## src/rsms_pkg.sv

```systemverilog
// Shared types, widths and elaboration helpers for the run-split merge sorter.
package rsms_pkg;

  localparam int unsigned DataW = 16;

  typedef struct packed {
    logic signed [DataW-1:0] sample;
    logic                    is_final;
  } rsms_in_t;

  typedef struct packed {
    logic signed [DataW-1:0] sorted_value;
    logic                    end_of_set;
    logic                    overflowed;
  } rsms_out_t;

  // Integer square root, used at elaboration to size the run bookkeeping.
  function automatic int isqrt(input int n);
    int r;
    r = 1;
    while ((r + 1) * (r + 1) <= n) begin
      r++;
    end
    return r;
  endfunction

endpackage

```

## src/rsms_ram.sv

```systemverilog
// Generic single-write, single-read RAM with registered read data.
module rsms_ram #(
  parameter int unsigned Width = 16,
  parameter int unsigned Depth = 64
) (
  input  logic                     clk_i,
  input  logic                     we_i,
  input  logic [$clog2(Depth)-1:0] waddr_i,
  input  logic [Width-1:0]         wdata_i,
  input  logic [$clog2(Depth)-1:0] raddr_i,
  output logic [Width-1:0]         rdata_o
);

  logic [Width-1:0] mem_q [Depth];
  logic [Width-1:0] rdata_q;

  always_ff @(posedge clk_i) begin
    if (we_i) begin
      mem_q[waddr_i] <= wdata_i;
    end
    rdata_q <= mem_q[raddr_i];
  end

  assign rdata_o = rdata_q;

endmodule

```

## src/run_split_merge_sorter.sv

```systemverilog
// Loads a set of signed samples one per transaction into a RAM. The transaction marked
// is_final closes the set (its sample is stored too; samples past CAPACITY are dropped and
// every result of that set carries overflowed). The set of n values is then cut into
// r = isqrt(n) runs of ceil(n/r) entries (the last run may be shorter), each run is
// insertion-sorted in place in the RAM, and the runs are merged by scanning the run heads,
// one RAM read per run. While loading, a sample is taken whenever one is offered. Setup
// counts up r and then the run length. Sorting a run moves each entry down past every
// larger neighbour. Each merged result needs a scan of every run head through the single
// RAM read port. The time spent sorting depends on the input order. No input is taken
// while a set is being sorted or emitted; the next set may start while the last result
// still waits in the output register.
module run_split_merge_sorter #(
  parameter int unsigned CAPACITY = 64
) (
  input  logic                rst_ni,
  input  logic                clk_i,
  input  logic                in_valid_i,
  output logic                in_ready_o,
  input  rsms_pkg::rsms_in_t  in_i,
  output logic                out_valid_o,
  input  logic                out_ready_i,
  output rsms_pkg::rsms_out_t out_o
);
  import rsms_pkg::*;

  localparam int unsigned AddrW    = $clog2(CAPACITY);
  localparam int unsigned CntW     = $clog2(CAPACITY + 2);
  localparam int unsigned MaxRuns  = isqrt(CAPACITY);
  localparam int unsigned IdxW     = (MaxRuns > 1) ? $clog2(MaxRuns) : 1;
  localparam int unsigned RunSlots = 2 ** IdxW;
  localparam int unsigned RunCntW  = IdxW + 1;
  localparam int unsigned ProdW    = 2 * (RunCntW + 1) + CntW;

  localparam logic [3:0] S_LOAD     = 4'd0;
  localparam logic [3:0] S_ROOT     = 4'd1;
  localparam logic [3:0] S_LEN      = 4'd2;
  localparam logic [3:0] S_SRT_RUN  = 4'd3;
  localparam logic [3:0] S_SRT_NEXT = 4'd4;
  localparam logic [3:0] S_SRT_V    = 4'd5;
  localparam logic [3:0] S_SRT_CMP  = 4'd6;
  localparam logic [3:0] S_SRT_PUT  = 4'd7;
  localparam logic [3:0] S_MRG_SCAN = 4'd8;
  localparam logic [3:0] S_MRG_EMIT = 4'd9;

  logic [3:0]               state_q;
  logic [CntW-1:0]          fill_q;
  logic                     ovf_q;
  logic [RunCntW-1:0]       runs_q;
  logic [CntW-1:0]          len_q;
  logic [CntW-1:0]          base_q;
  logic [RunCntW-1:0]       k_q;
  logic [CntW-1:0]          lo_q;
  logic [CntW-1:0]          hi_q;
  logic [CntW-1:0]          i_q;
  logic [CntW-1:0]          j_q;
  logic signed [DataW-1:0]  v_q;
  logic [CntW-1:0]          heads_q [RunSlots];
  logic [CntW-1:0]          ends_q  [RunSlots];
  logic [RunCntW-1:0]       sc_q;
  logic                     pv_q;
  logic [CntW-1:0]          cur_head_q;
  logic                     cur_act_q;
  logic [IdxW-1:0]          cur_idx_q;
  logic                     best_found_q;
  logic signed [DataW-1:0]  best_val_q;
  logic [IdxW-1:0]          best_idx_q;
  logic [CntW-1:0]          best_head_q;
  logic [CntW-1:0]          h_q;
  rsms_out_t                out_q;
  logic                     out_valid_q;

  logic                     ram_we;
  logic [AddrW-1:0]         ram_waddr;
  logic [DataW-1:0]         ram_wdata;
  logic [AddrW-1:0]         ram_raddr;
  logic [DataW-1:0]         ram_rdata;
  logic signed [DataW-1:0]  rd_val;

  logic [CntW:0]            sum_hi;
  logic [CntW-1:0]          run_hi;
  logic [ProdW-1:0]         root_sq;
  logic [ProdW-1:0]         len_prod;
  logic [CntW-1:0]          i_m1;
  logic [CntW-1:0]          j_m1;
  logic [CntW-1:0]          j_m2;
  logic [IdxW-1:0]          sc_idx;
  logic [IdxW-1:0]          k_idx;
  logic                     sc_live;
  logic                     emit_go;
  logic                     take_best;

  rsms_ram #(
    .Width(DataW),
    .Depth(CAPACITY)
  ) u_store (
    .clk_i  (clk_i),
    .we_i   (ram_we),
    .waddr_i(ram_waddr),
    .wdata_i(ram_wdata),
    .raddr_i(ram_raddr),
    .rdata_o(ram_rdata)
  );

  assign rd_val   = $signed(ram_rdata);
  assign sum_hi   = {1'b0, base_q} + {1'b0, len_q};
  assign run_hi   = (sum_hi > {1'b0, fill_q}) ? fill_q : sum_hi[CntW-1:0];
  assign root_sq  = (ProdW'(runs_q) + ProdW'(1)) * (ProdW'(runs_q) + ProdW'(1));
  assign len_prod = ProdW'(len_q) * ProdW'(runs_q);
  assign i_m1     = i_q - CntW'(1);
  assign j_m1     = j_q - CntW'(1);
  assign j_m2     = j_q - CntW'(2);
  assign sc_idx   = sc_q[IdxW-1:0];
  assign k_idx    = k_q[IdxW-1:0];
  assign sc_live  = (sc_q < runs_q);
  assign emit_go  = (state_q == S_MRG_EMIT) && (!out_valid_q || out_ready_i);
  assign take_best = pv_q && cur_act_q && (!best_found_q || (rd_val < best_val_q));

  // RAM port control
  always_comb begin
    ram_we    = 1'b0;
    ram_waddr = j_q[AddrW-1:0];
    ram_wdata = v_q;
    ram_raddr = i_q[AddrW-1:0];
    case (state_q)
      S_LOAD: begin
        ram_we    = in_valid_i && (fill_q < CntW'(CAPACITY));
        ram_waddr = fill_q[AddrW-1:0];
        ram_wdata = in_i.sample;
      end
      S_SRT_NEXT: ram_raddr = i_q[AddrW-1:0];
      S_SRT_V:    ram_raddr = i_m1[AddrW-1:0];
      S_SRT_CMP: begin
        ram_we    = 1'b1;
        ram_raddr = j_m2[AddrW-1:0];
        // shift the larger neighbor up, or drop the held value into its slot
        ram_wdata = (rd_val > v_q) ? ram_rdata : v_q;
      end
      S_SRT_PUT:  ram_we = 1'b1;
      S_MRG_SCAN: ram_raddr = heads_q[sc_idx][AddrW-1:0];
      default: ;
    endcase
  end

  always_ff @(posedge clk_i or negedge rst_ni) begin
    if (!rst_ni) begin
      state_q      <= S_LOAD;
      fill_q       <= '0;
      ovf_q        <= 1'b0;
      runs_q       <= RunCntW'(1);
      len_q        <= CntW'(1);
      base_q       <= '0;
      k_q          <= '0;
      lo_q         <= '0;
      hi_q         <= '0;
      i_q          <= '0;
      j_q          <= '0;
      v_q          <= '0;
      for (int s = 0; s < RunSlots; s++) begin
        heads_q[s] <= '0;
        ends_q[s]  <= '0;
      end
      sc_q         <= '0;
      pv_q         <= 1'b0;
      cur_head_q   <= '0;
      cur_act_q    <= 1'b0;
      cur_idx_q    <= '0;
      best_found_q <= 1'b0;
      best_val_q   <= '0;
      best_idx_q   <= '0;
      best_head_q  <= '0;
      h_q          <= '0;
      out_q        <= '0;
      out_valid_q  <= 1'b0;
    end else begin
      if (emit_go) begin
        out_valid_q <= 1'b1;
      end else if (out_ready_i) begin
        out_valid_q <= 1'b0;
      end

      case (state_q)
        S_LOAD: begin
          if (in_valid_i) begin
            if (fill_q < CntW'(CAPACITY)) begin
              fill_q <= fill_q + CntW'(1);
            end else begin
              ovf_q <= 1'b1;
            end
            if (in_i.is_final) begin
              runs_q  <= RunCntW'(1);
              state_q <= S_ROOT;
            end
          end
        end
        S_ROOT: begin
          if (root_sq <= ProdW'(fill_q)) begin
            runs_q <= runs_q + RunCntW'(1);
          end else begin
            len_q   <= CntW'(1);
            state_q <= S_LEN;
          end
        end
        S_LEN: begin
          if (len_prod < ProdW'(fill_q)) begin
            len_q <= len_q + CntW'(1);
          end else begin
            base_q  <= '0;
            k_q     <= '0;
            state_q <= S_SRT_RUN;
          end
        end
        S_SRT_RUN: begin
          if (k_q == runs_q) begin
            sc_q         <= '0;
            pv_q         <= 1'b0;
            best_found_q <= 1'b0;
            h_q          <= '0;
            state_q      <= S_MRG_SCAN;
          end else begin
            heads_q[k_idx] <= base_q;
            ends_q[k_idx]  <= run_hi;
            lo_q           <= base_q;
            hi_q           <= run_hi;
            i_q            <= base_q + CntW'(1);
            base_q         <= run_hi;
            state_q        <= S_SRT_NEXT;
          end
        end
        S_SRT_NEXT: begin
          if (i_q < hi_q) begin
            state_q <= S_SRT_V;
          end else begin
            k_q     <= k_q + RunCntW'(1);
            state_q <= S_SRT_RUN;
          end
        end
        S_SRT_V: begin
          v_q     <= rd_val;
          j_q     <= i_q;
          state_q <= S_SRT_CMP;
        end
        S_SRT_CMP: begin
          if (rd_val > v_q) begin
            j_q <= j_m1;
            if (j_m1 <= lo_q) begin
              state_q <= S_SRT_PUT;
            end
          end else begin
            i_q     <= i_q + CntW'(1);
            state_q <= S_SRT_NEXT;
          end
        end
        S_SRT_PUT: begin
          i_q     <= i_q + CntW'(1);
          state_q <= S_SRT_NEXT;
        end
        S_MRG_SCAN: begin
          // one head read in flight, the previous one compared
          pv_q <= sc_live;
          if (sc_live) begin
            cur_head_q <= heads_q[sc_idx];
            cur_act_q  <= heads_q[sc_idx] < ends_q[sc_idx];
            cur_idx_q  <= sc_idx;
            sc_q       <= sc_q + RunCntW'(1);
          end else begin
            state_q <= S_MRG_EMIT;
          end
          if (take_best) begin
            best_found_q <= 1'b1;
            best_val_q   <= rd_val;
            best_idx_q   <= cur_idx_q;
            best_head_q  <= cur_head_q;
          end
        end
        S_MRG_EMIT: begin
          if (emit_go) begin
            out_q.sorted_value  <= best_val_q;
            out_q.end_of_set    <= (h_q + CntW'(1) == fill_q);
            out_q.overflowed    <= ovf_q;
            heads_q[best_idx_q] <= best_head_q + CntW'(1);
            h_q                 <= h_q + CntW'(1);
            if (h_q + CntW'(1) == fill_q) begin
              fill_q  <= '0;
              ovf_q   <= 1'b0;
              state_q <= S_LOAD;
            end else begin
              sc_q         <= '0;
              pv_q         <= 1'b0;
              best_found_q <= 1'b0;
              state_q      <= S_MRG_SCAN;
            end
          end
        end
        default: state_q <= S_LOAD;
      endcase
    end
  end

  assign in_ready_o  = (state_q == S_LOAD);
  assign out_valid_o = out_valid_q;
  assign out_o       = out_q;

  a_fill_bound: assert property (@(posedge clk_i) disable iff (!rst_ni)
    fill_q <= CntW'(CAPACITY))
    else $error("fill count exceeds capacity");

  a_runs_bound: assert property (@(posedge clk_i) disable iff (!rst_ni)
    runs_q <= RunCntW'(MaxRuns))
    else $error("run count exceeds slot count");

  a_final_starts_sort: assert property (@(posedge clk_i) disable iff (!rst_ni)
    in_valid_i && in_ready_o && in_i.is_final |=> state_q == S_ROOT)
    else $error("final transaction did not start the sort");

  a_emit_has_head: assert property (@(posedge clk_i) disable iff (!rst_ni)
    state_q == S_MRG_EMIT |-> best_found_q)
    else $error("merge emitted without a live run head");

endmodule
```

## config.mk

```make
export PLATFORM = sky130hd
export DESIGN_NAME = run_split_merge_sorter
export DESIGN_NICKNAME = d
export VERILOG_FILES = /design/src/rsms_pkg.sv /design/src/rsms_ram.sv /design/src/run_split_merge_sorter.sv
export SDC_FILE = /design/constraint.sdc
export NUM_CORES = 2
export LEC_CHECK = 0
export ABC_AREA = 1
export BUFFER_PORTS_ARGS = -buffer_cell sky130_fd_sc_hd__buf_2
export CAP_MARGIN = 20
export CORE_MARGIN = 3
export CORE_UTILIZATION = 45
export DETAILED_ROUTE_END_ITERATION = 10
export GPL_ROUTABILITY_DRIVEN = 0
export PLACE_DENSITY = 0.63
export SETUP_SLACK_MARGIN = 0.4
export SYNTH_ARGS = -nofsm -noshare
export SYNTH_HDL_FRONTEND = slang
export SYNTH_SLANG_ARGS = --single-unit
export TNS_END_PERCENT = 30
```

## constraint.sdc

```tcl
create_clock -name clk_i -period 8.6 [get_ports clk_i]
set_input_delay 1.29 -clock clk_i [delete_from_list [all_inputs] [get_ports clk_i]]
set_output_delay 1.29 -clock clk_i [all_outputs]
set_load 0.02 [all_outputs]
```

; ---- After elaboration in Yosys (flattened, before gate mapping)
; Memory sizes are Yosys's and may differ from the RTL's. A register that Yosys moved wholly into a read port is not among the register bits.
; Cells that the tools add are included.
[word_totals]
reg_bits = 259
ram_bits = 1024
input_bits = 21
out_inout_bits = 20
word_cells = 227
n_memories = 1
[op_classes]
addsub = 14
n_mul = 2
n_lt_le_gt_ge = 15
n_eq_ne = 31
n_mux = 78
bitwise_logic = 4
n_reduce_logical = 40
[memory_table]
columns = memory, depth, word_bits, read_ports, rd_ports_with_merged_regs, write_ports, line
row1 = u_store.mem_q, 64, 16, 1, 1, 1, rsms_ram.sv:14  ; logic [Width-1:0] mem_q [Depth];
[ops]
columns = op, n
row1 = bitwise mux 56 bit, 3
row2 = 2-to-1 mux 7 bit, 20
row3 = 2-to-1 mux 56 bit, 2
row4 = case mux 56 bit (2 select lines), 1
row5 = case mux 7 bit (2 select lines), 5
row6 = 2-to-1 mux 4 bit, 17
row7 = "adder 7 x 1 -> 7 bit, second input constant", 6
row8 = binary-select mux 7 bit (select 3 bit), 2
row9 = demux 7 bit (select 3 bit), 2
row10 = case mux 4 bit (10 select lines), 1
row11 = "!= test 2 bit, second input constant", 16
row12 = case mux 16 bit (2 select lines), 1
row13 = case mux 7 bit (3 select lines), 1
row14 = AND reduction 5 bit, 4
row15 = case mux 6 bit (3 select lines), 1
row16 = AND reduction 3 bit, 6
row17 = "equality test 4 x 3 -> 1 bit, second input constant", 4
row18 = > comparator 16 bit, 1
row19 = < comparator 16 bit, 1
row20 = 2-to-1 mux 16 bit, 1
row21 = case mux 4 bit (2 select lines), 2
row22 = nonzero test 2 bit, 8
row23 = < comparator 7 bit, 2
row24 = "adder 4 x 1 -> 4 bit, second input constant", 3
row25 = 39 further kinds, 74

; ---- Longest topological paths before layout
[depth]
ltp_word = 8
mapped_depth = 25
ltp_nobuf = 25

; ---- Hierarchy
; A second synthesis with hierarchy kept.
[hier_totals]
hier_cells = 5891
hier_area_um2 = 59286.9
[modules_own_cells]
columns = module, n_inst, cells_each, area_per_inst_um2, seq_area_each_um2
row1 = rsms_ram, 1, 3532, 42127.9, 31069.8
row2 = run_split_merge_sorter, 1, 2359, 17159.0, 6483.7

; ---- Least setup slack after synthesis
; OpenSTA, ideal clock, no wires.
[synth_timing]
path_kind = flip-flop to flip-flop
from = register runs_q[0]
to = register len_q[5]
setup_ps = 127
arrival_time_ps = 4638
path_slack_ps = 3836
path_stages_with_launch = 24
cell_sequence = dfstp_2 > inv_1 > nor3_1 > xor2_1 > nand2_1 > fa_1 > fa_1 > inv_1 > ha_1 > a31o_2 > ha_1 > xor2_1 > ha_1 > nand2_1 > nor2_1 > nand2_1 > o211ai_1 > o21a_1 > o21ai_0 > nand3_1 > nand2_1 > inv_1 > nand2_1 > o21ai_0
[synth_via]
elab_chain_cells = 5
[synth_rtl]
columns = element, line
row1 = from (decl), run_split_merge_sorter.sv:48  ; logic [RunCntW-1:0] runs_q;
row2 = from (signal assigned), run_split_merge_sorter.sv:149  ; runs_q <= RunCntW'(1);
row3 = from (signal assigned), run_split_merge_sorter.sv:190  ; runs_q <= RunCntW'(1);
row4 = from (signal assigned), run_split_merge_sorter.sv:197  ; runs_q <= runs_q + RunCntW'(1);
row5 = adder 4 x 1 -> 5 bit, run_split_merge_sorter.sv:107  ; assign root_sq = (ProdW'(runs_q) + ProdW'(1)) * (ProdW'(runs_q) + ProdW'(1));
row6 = multiplier 5 x 5 -> 10 bit, run_split_merge_sorter.sv:107
row7 = <= comparator 10 x 7 -> 1 bit, run_split_merge_sorter.sv:196  ; if (root_sq <= ProdW'(fill_q)) begin
row8 = != test 2 bit (no source line), --
row9 = AND reduction 3 bit (no source line) (*), --
row10 = to (signal assigned), run_split_merge_sorter.sv:150  ; len_q <= CntW'(1);
row11 = to (signal assigned), run_split_merge_sorter.sv:199  ; len_q <= CntW'(1);
row12 = to (signal assigned), run_split_merge_sorter.sv:205  ; len_q <= len_q + CntW'(1);
row13 = to (decl), run_split_merge_sorter.sv:49  ; logic [CntW-1:0] len_q;
; Every way passes the cells marked *; elsewhere a longest branch is shown, timed or not.
; A chain may end at the register's enable or synchronous reset.

; ---- Worst setup path in the final report
[layout_timing]
from = register sc_q[0]
to = register u_store.rdata_q[3] (netlist: u_store.rdata_o[3]), read port of u_store.mem_q
[layout_via]
elab_chain_cells = 5
[layout_rtl]
columns = element, line
row1 = from (decl), run_split_merge_sorter.sv:59  ; logic [RunCntW-1:0] sc_q;
row2 = from (signal assigned), run_split_merge_sorter.sv:264  ; sc_q <= sc_q + RunCntW'(1);
row3 = NOT 3 -> 4 bit (not written as such), run_split_merge_sorter.sv:139  ; S_MRG_SCAN: ram_raddr = heads_q[sc_idx][AddrW-1:0];
row4 = binary-select mux 7 bit (select 3 bit), run_split_merge_sorter.sv:139
row5 = 2-to-1 mux 7 bit (2 in a row), --
row6 = case mux 6 bit (3 select lines), run_split_merge_sorter.sv:124  ; case (state_q)
row7 = to (decl), rsms_ram.sv:15  ; logic [Width-1:0] rdata_q;
; No other way between the ends. The select of a mux whose other input is x is not followed.

==> impl_metrics.env <==
export IMPL_vdd_drop_max_mv=0.4172
export IMPL_power_leakage_nw=27.83
export IMPL_netlist_area_mm2=0.06103
export IMPL_max_stage_delay_ns=0.79
export IMPL_cts_tree="built"
export IMPL_dpl_cell_count=7765
export IMPL_design_area_mm2=0.06762
export IMPL_arrival_ns=6.34
export IMPL_io_pins=41
export IMPL_grt_ovfl_total=0
export IMPL_post_cts_hold_buffer_count=0
export IMPL_cpMaxStageDelayCell="buf_4"
export IMPL_synthFlopType="edfxtp_1"
export IMPL_synth_top_area_share_pct=50.38
export IMPL_drive_above_1_share_pct=6.553
export IMPL_layout_common_cells="nand2_1 (1725), nand3_1 (1077), edfxtp_1 (1024), inv_1 (560), o21ai_0 (271)"
export IMPL_maxCapViolCount=0
export IMPL_end_kind="register"
export IMPL_die_w_um=374.3
export IMPL_reg2reg_from="sc_q[0]$_DFFE_PN0P_"
export IMPL_cp_top_family="simple AND/OR/NAND/NOR gates"
export IMPL_finClkSkew_ns=0.03503
export IMPL_r2r_slack_ns=2.93
export IMPL_std_cell_rows=134
export IMPL_cts_resized=0
export IMPL_synth_top_family_by_area="simple AND/OR/NAND/NOR gates"
export IMPL_die_h_um=374.3
export IMPL_dieArea_mm2=0.1401
export IMPL_fillCellCount=12000
export IMPL_grt_total_usage_pct=25.21
export IMPL_cts_max_level=4
export IMPL_grt_max_degree=192
export IMPL_finalSetupViolations=0
export IMPL_synth_edf_count=1024
export IMPL_finalNonFillerCells=8025
export IMPL_nets=6298
export IMPL_clk_latency_ns=0.78
export IMPL_crit_top_cell="nand3_1"
export IMPL_cts_root_buffer="clkbuf_16"
export IMPL_hold_path_depth=2
export IMPL_synthSimpleGateAreaFrac_pct=24.21
export IMPL_grt_pass1_vias=42130
export IMPL_period_share_pct=65.96
export IMPL_cp_cell_sequence="buf_4 > inv_2 > buf_4 > nand2_1 > nand3_1 > nand3_1 > nand3_4 > nand2_8 > inv_2 > buf_4 > nand2_1 > nand3_1 > nand3_1 > nand3_1 > nand3_1 > nand3_1 > nand2_1"
export IMPL_dp_hpwl_um=104000
export IMPL_fin_crit_ns=5.672
export IMPL_r2r_cells=17
export IMPL_wl_um=180100
export IMPL_worstSetupPathType="register to register"
export IMPL_reg2reg_to="u_store.rdata_o[3]$_DFF_P_"
export IMPL_cp_depth=17
export IMPL_post_dp_cell_area_mm2=0.06298
export IMPL_port_buffers=40
export IMPL_synthXorXnorAreaFrac_pct=0.8036
export IMPL_vias=45520
export IMPL_final_max_slew_violation_count=0
export IMPL_start_kind="register"
export IMPL_area_growth_pct=10.80
export IMPL_cts_made_buffers=142
export IMPL_drc_errors=0
export IMPL_synth_area_leaders="edfxtp_1 (50%), nand2_1 (11%), dfrtp_1 (11%)"
export IMPL_clock_path_buffers=3
export IMPL_ys_types=53
export IMPL_cts_setup_buffers=0
export IMPL_tightest_slew_ns=1.179
export IMPL_vias_per_cell=5.672
export IMPL_ys_seq_elements=1299
export IMPL_crit_buf_inv=5
export IMPL_drtAntennaViolNets=0
export IMPL_outcome="finished, final reports clean"
export IMPL_timing_fmax_mhz=176.3
export IMPL_rsz0062_at_grt="no"
export IMPL_ys_async_sr_fraction_pct=19.94
export IMPL_post_drt_wl_per_cell_um=22.44
export IMPL_hold_violations=0
export IMPL_final_common_cell="nand2_1"
export IMPL_setup_tns_ns=0
export IMPL_antenna_found_initial=3
export IMPL_drt_iter0_drc=5584
export IMPL_slew_headroom_pct=21.20
export IMPL_hold_path_class="register to register"
export IMPL_yosysWarnings=0
export IMPL_power_density_mw_per_mm2=411.2
export IMPL_synth_compound_area_share_pct=4.363
export IMPL_crit_path_end="u_store.rdata_o[3]$_DFF_P_"
export IMPL_syn_nets=6343
export IMPL_synthMuxAreaShare_pct=0.01845
export IMPL_syn_inst=6191
export IMPL_yosysTopAreaCell="edfxtp_1"
export IMPL_start_util_pct=45.50
export IMPL_cp_max_fo=125
export IMPL_synthAdderAreaFrac_pct=2.846
export IMPL_clkTransAtPathRegs_ns=0.06
export IMPL_startpoint="sc_q[0]$_DFFE_PN0P_"
export IMPL_grt_pass1_wl_um=270100
export IMPL_cts_sinks=1299
export IMPL_yosysSeqAreaShare_pct=61.53
export IMPL_required_ns=9.26
export IMPL_core_area_mm2=0.1341
export IMPL_firstDrtPassIters=6
export IMPL_antenna_cells=0
export IMPL_syn_avg_cell_area_um2=9.858
through the flow:
stage | hold WS, ns | worst slack (ns) | utilization [%] | power, mW
detailed placement | 0.4529 | 3.047 | 46.95 | 21.61
CTS | 0.4681 | 3.053 | 50.32 | 27.57
floorplan | 0.4366 | 3.836 | - | 16.78
global placement | 0.4518 | 3.176 | 46.93 | 21.43
global route | 0.4888 | 2.632 | 50.42 | 29.23
finish | 0.4682 | 2.928 | 50.42 | 27.80
routing by layer:
layer	vias up	track usage (%)	wire length (µm)	part of all wire, %
li1	20920	-	-	-
met1	22150	37.07	77790	43
met2	2122	37.43	79230	44
met3	323	4.865	17170	9.5
met4	0	8.619	5917	3.3
met5	-	0	0	0
kinds of logic after synthesis:
| logic type | count (synthesis) |
|---|---|
| other cells | 1 |
| flops | 1299 |
| simple gates | 3299 |
| xor+xnor | 56 |
| fa+ha+maj | 131 |
| mux | 1 |
| buf+inv | 913 |
| compound gates | 491 |
area by class of cell:
type                            count  area [µm²]  area share (%)
Inverter                          577        2177           3.220
Multi-Input combinational cell   3979       19950           29.50
Clock inverter                     59       585.6          0.8659
Clock buffer                      196        3931           5.814
Tap cell                         1768        2212           3.271
Sequential cell                  1299       37550           55.54
Timing Repair Buffer              147        1212           1.793
Yosys cell counts, types with 93 or more instances:
| cell | n |
|---|---|
| ha_1 | 118 |
| dfrtp_1 | 257 |
| buf_2 | 190 |
| a21oi_1 | 108 |
| nand2_1 | 1726 |
| inv_1 | 561 |
| nor2_1 | 184 |
| clkbuf_1 | 93 |
| o21ai_0 | 272 |
| edfxtp_1 | 1024 |
| nand3_1 | 1093 |
| nand3b_1 | 227 |
worst min path at each step:
stage,start,end,slack (ns)
global placement,heads_q[16]$_DFFE_PN0P_,heads_q[16]$_DFFE_PN0P_,0.45
floorplan,heads_q[13]$_DFFE_PN0P_,heads_q[13]$_DFFE_PN0P_,0.44
global route,heads_q[53]$_DFFE_PN0P_,heads_q[53]$_DFFE_PN0P_,0.49
finish,heads_q[16]$_DFFE_PN0P_,heads_q[16]$_DFFE_PN0P_,0.47
CTS,heads_q[16]$_DFFE_PN0P_,heads_q[16]$_DFFE_PN0P_,0.47
detailed placement,heads_q[16]$_DFFE_PN0P_,heads_q[16]$_DFFE_PN0P_,0.45
tightest hold or removal path: stages (launching register included):
cell and delay [ns]:
dfrtp_1 0.34, nand2_1 0.05, nand2_1 0.05
state kept, by name, indices dropped and copies added (netlist names), 4 cells and up:
signal	count
best_val_q	16
lo_q	7
len_q	7
h_q	7
cur_head_q	7
u_store.mem_q	1024
heads_q	56
fill_q	7
i_q	7
ends_q	56
v_q	16
state_q	4
runs_q	4
j_q	7
k_q	4
u_store.rdata_o	16
out_o	18
sc_q	4
base_q	7
hi_q	7
best_head_q	7
power breakdown:
| part | internal [mW] | total [mW] | switching, mW |
|---|---|---|---|
| clock | 3.45 | 5.98 | 2.53 |
| combinational | 3.07 | 12.9 | 9.80 |
| sequential | 8.50 | 8.96 | 0.452 |
(Power assumes the default switching activity.)
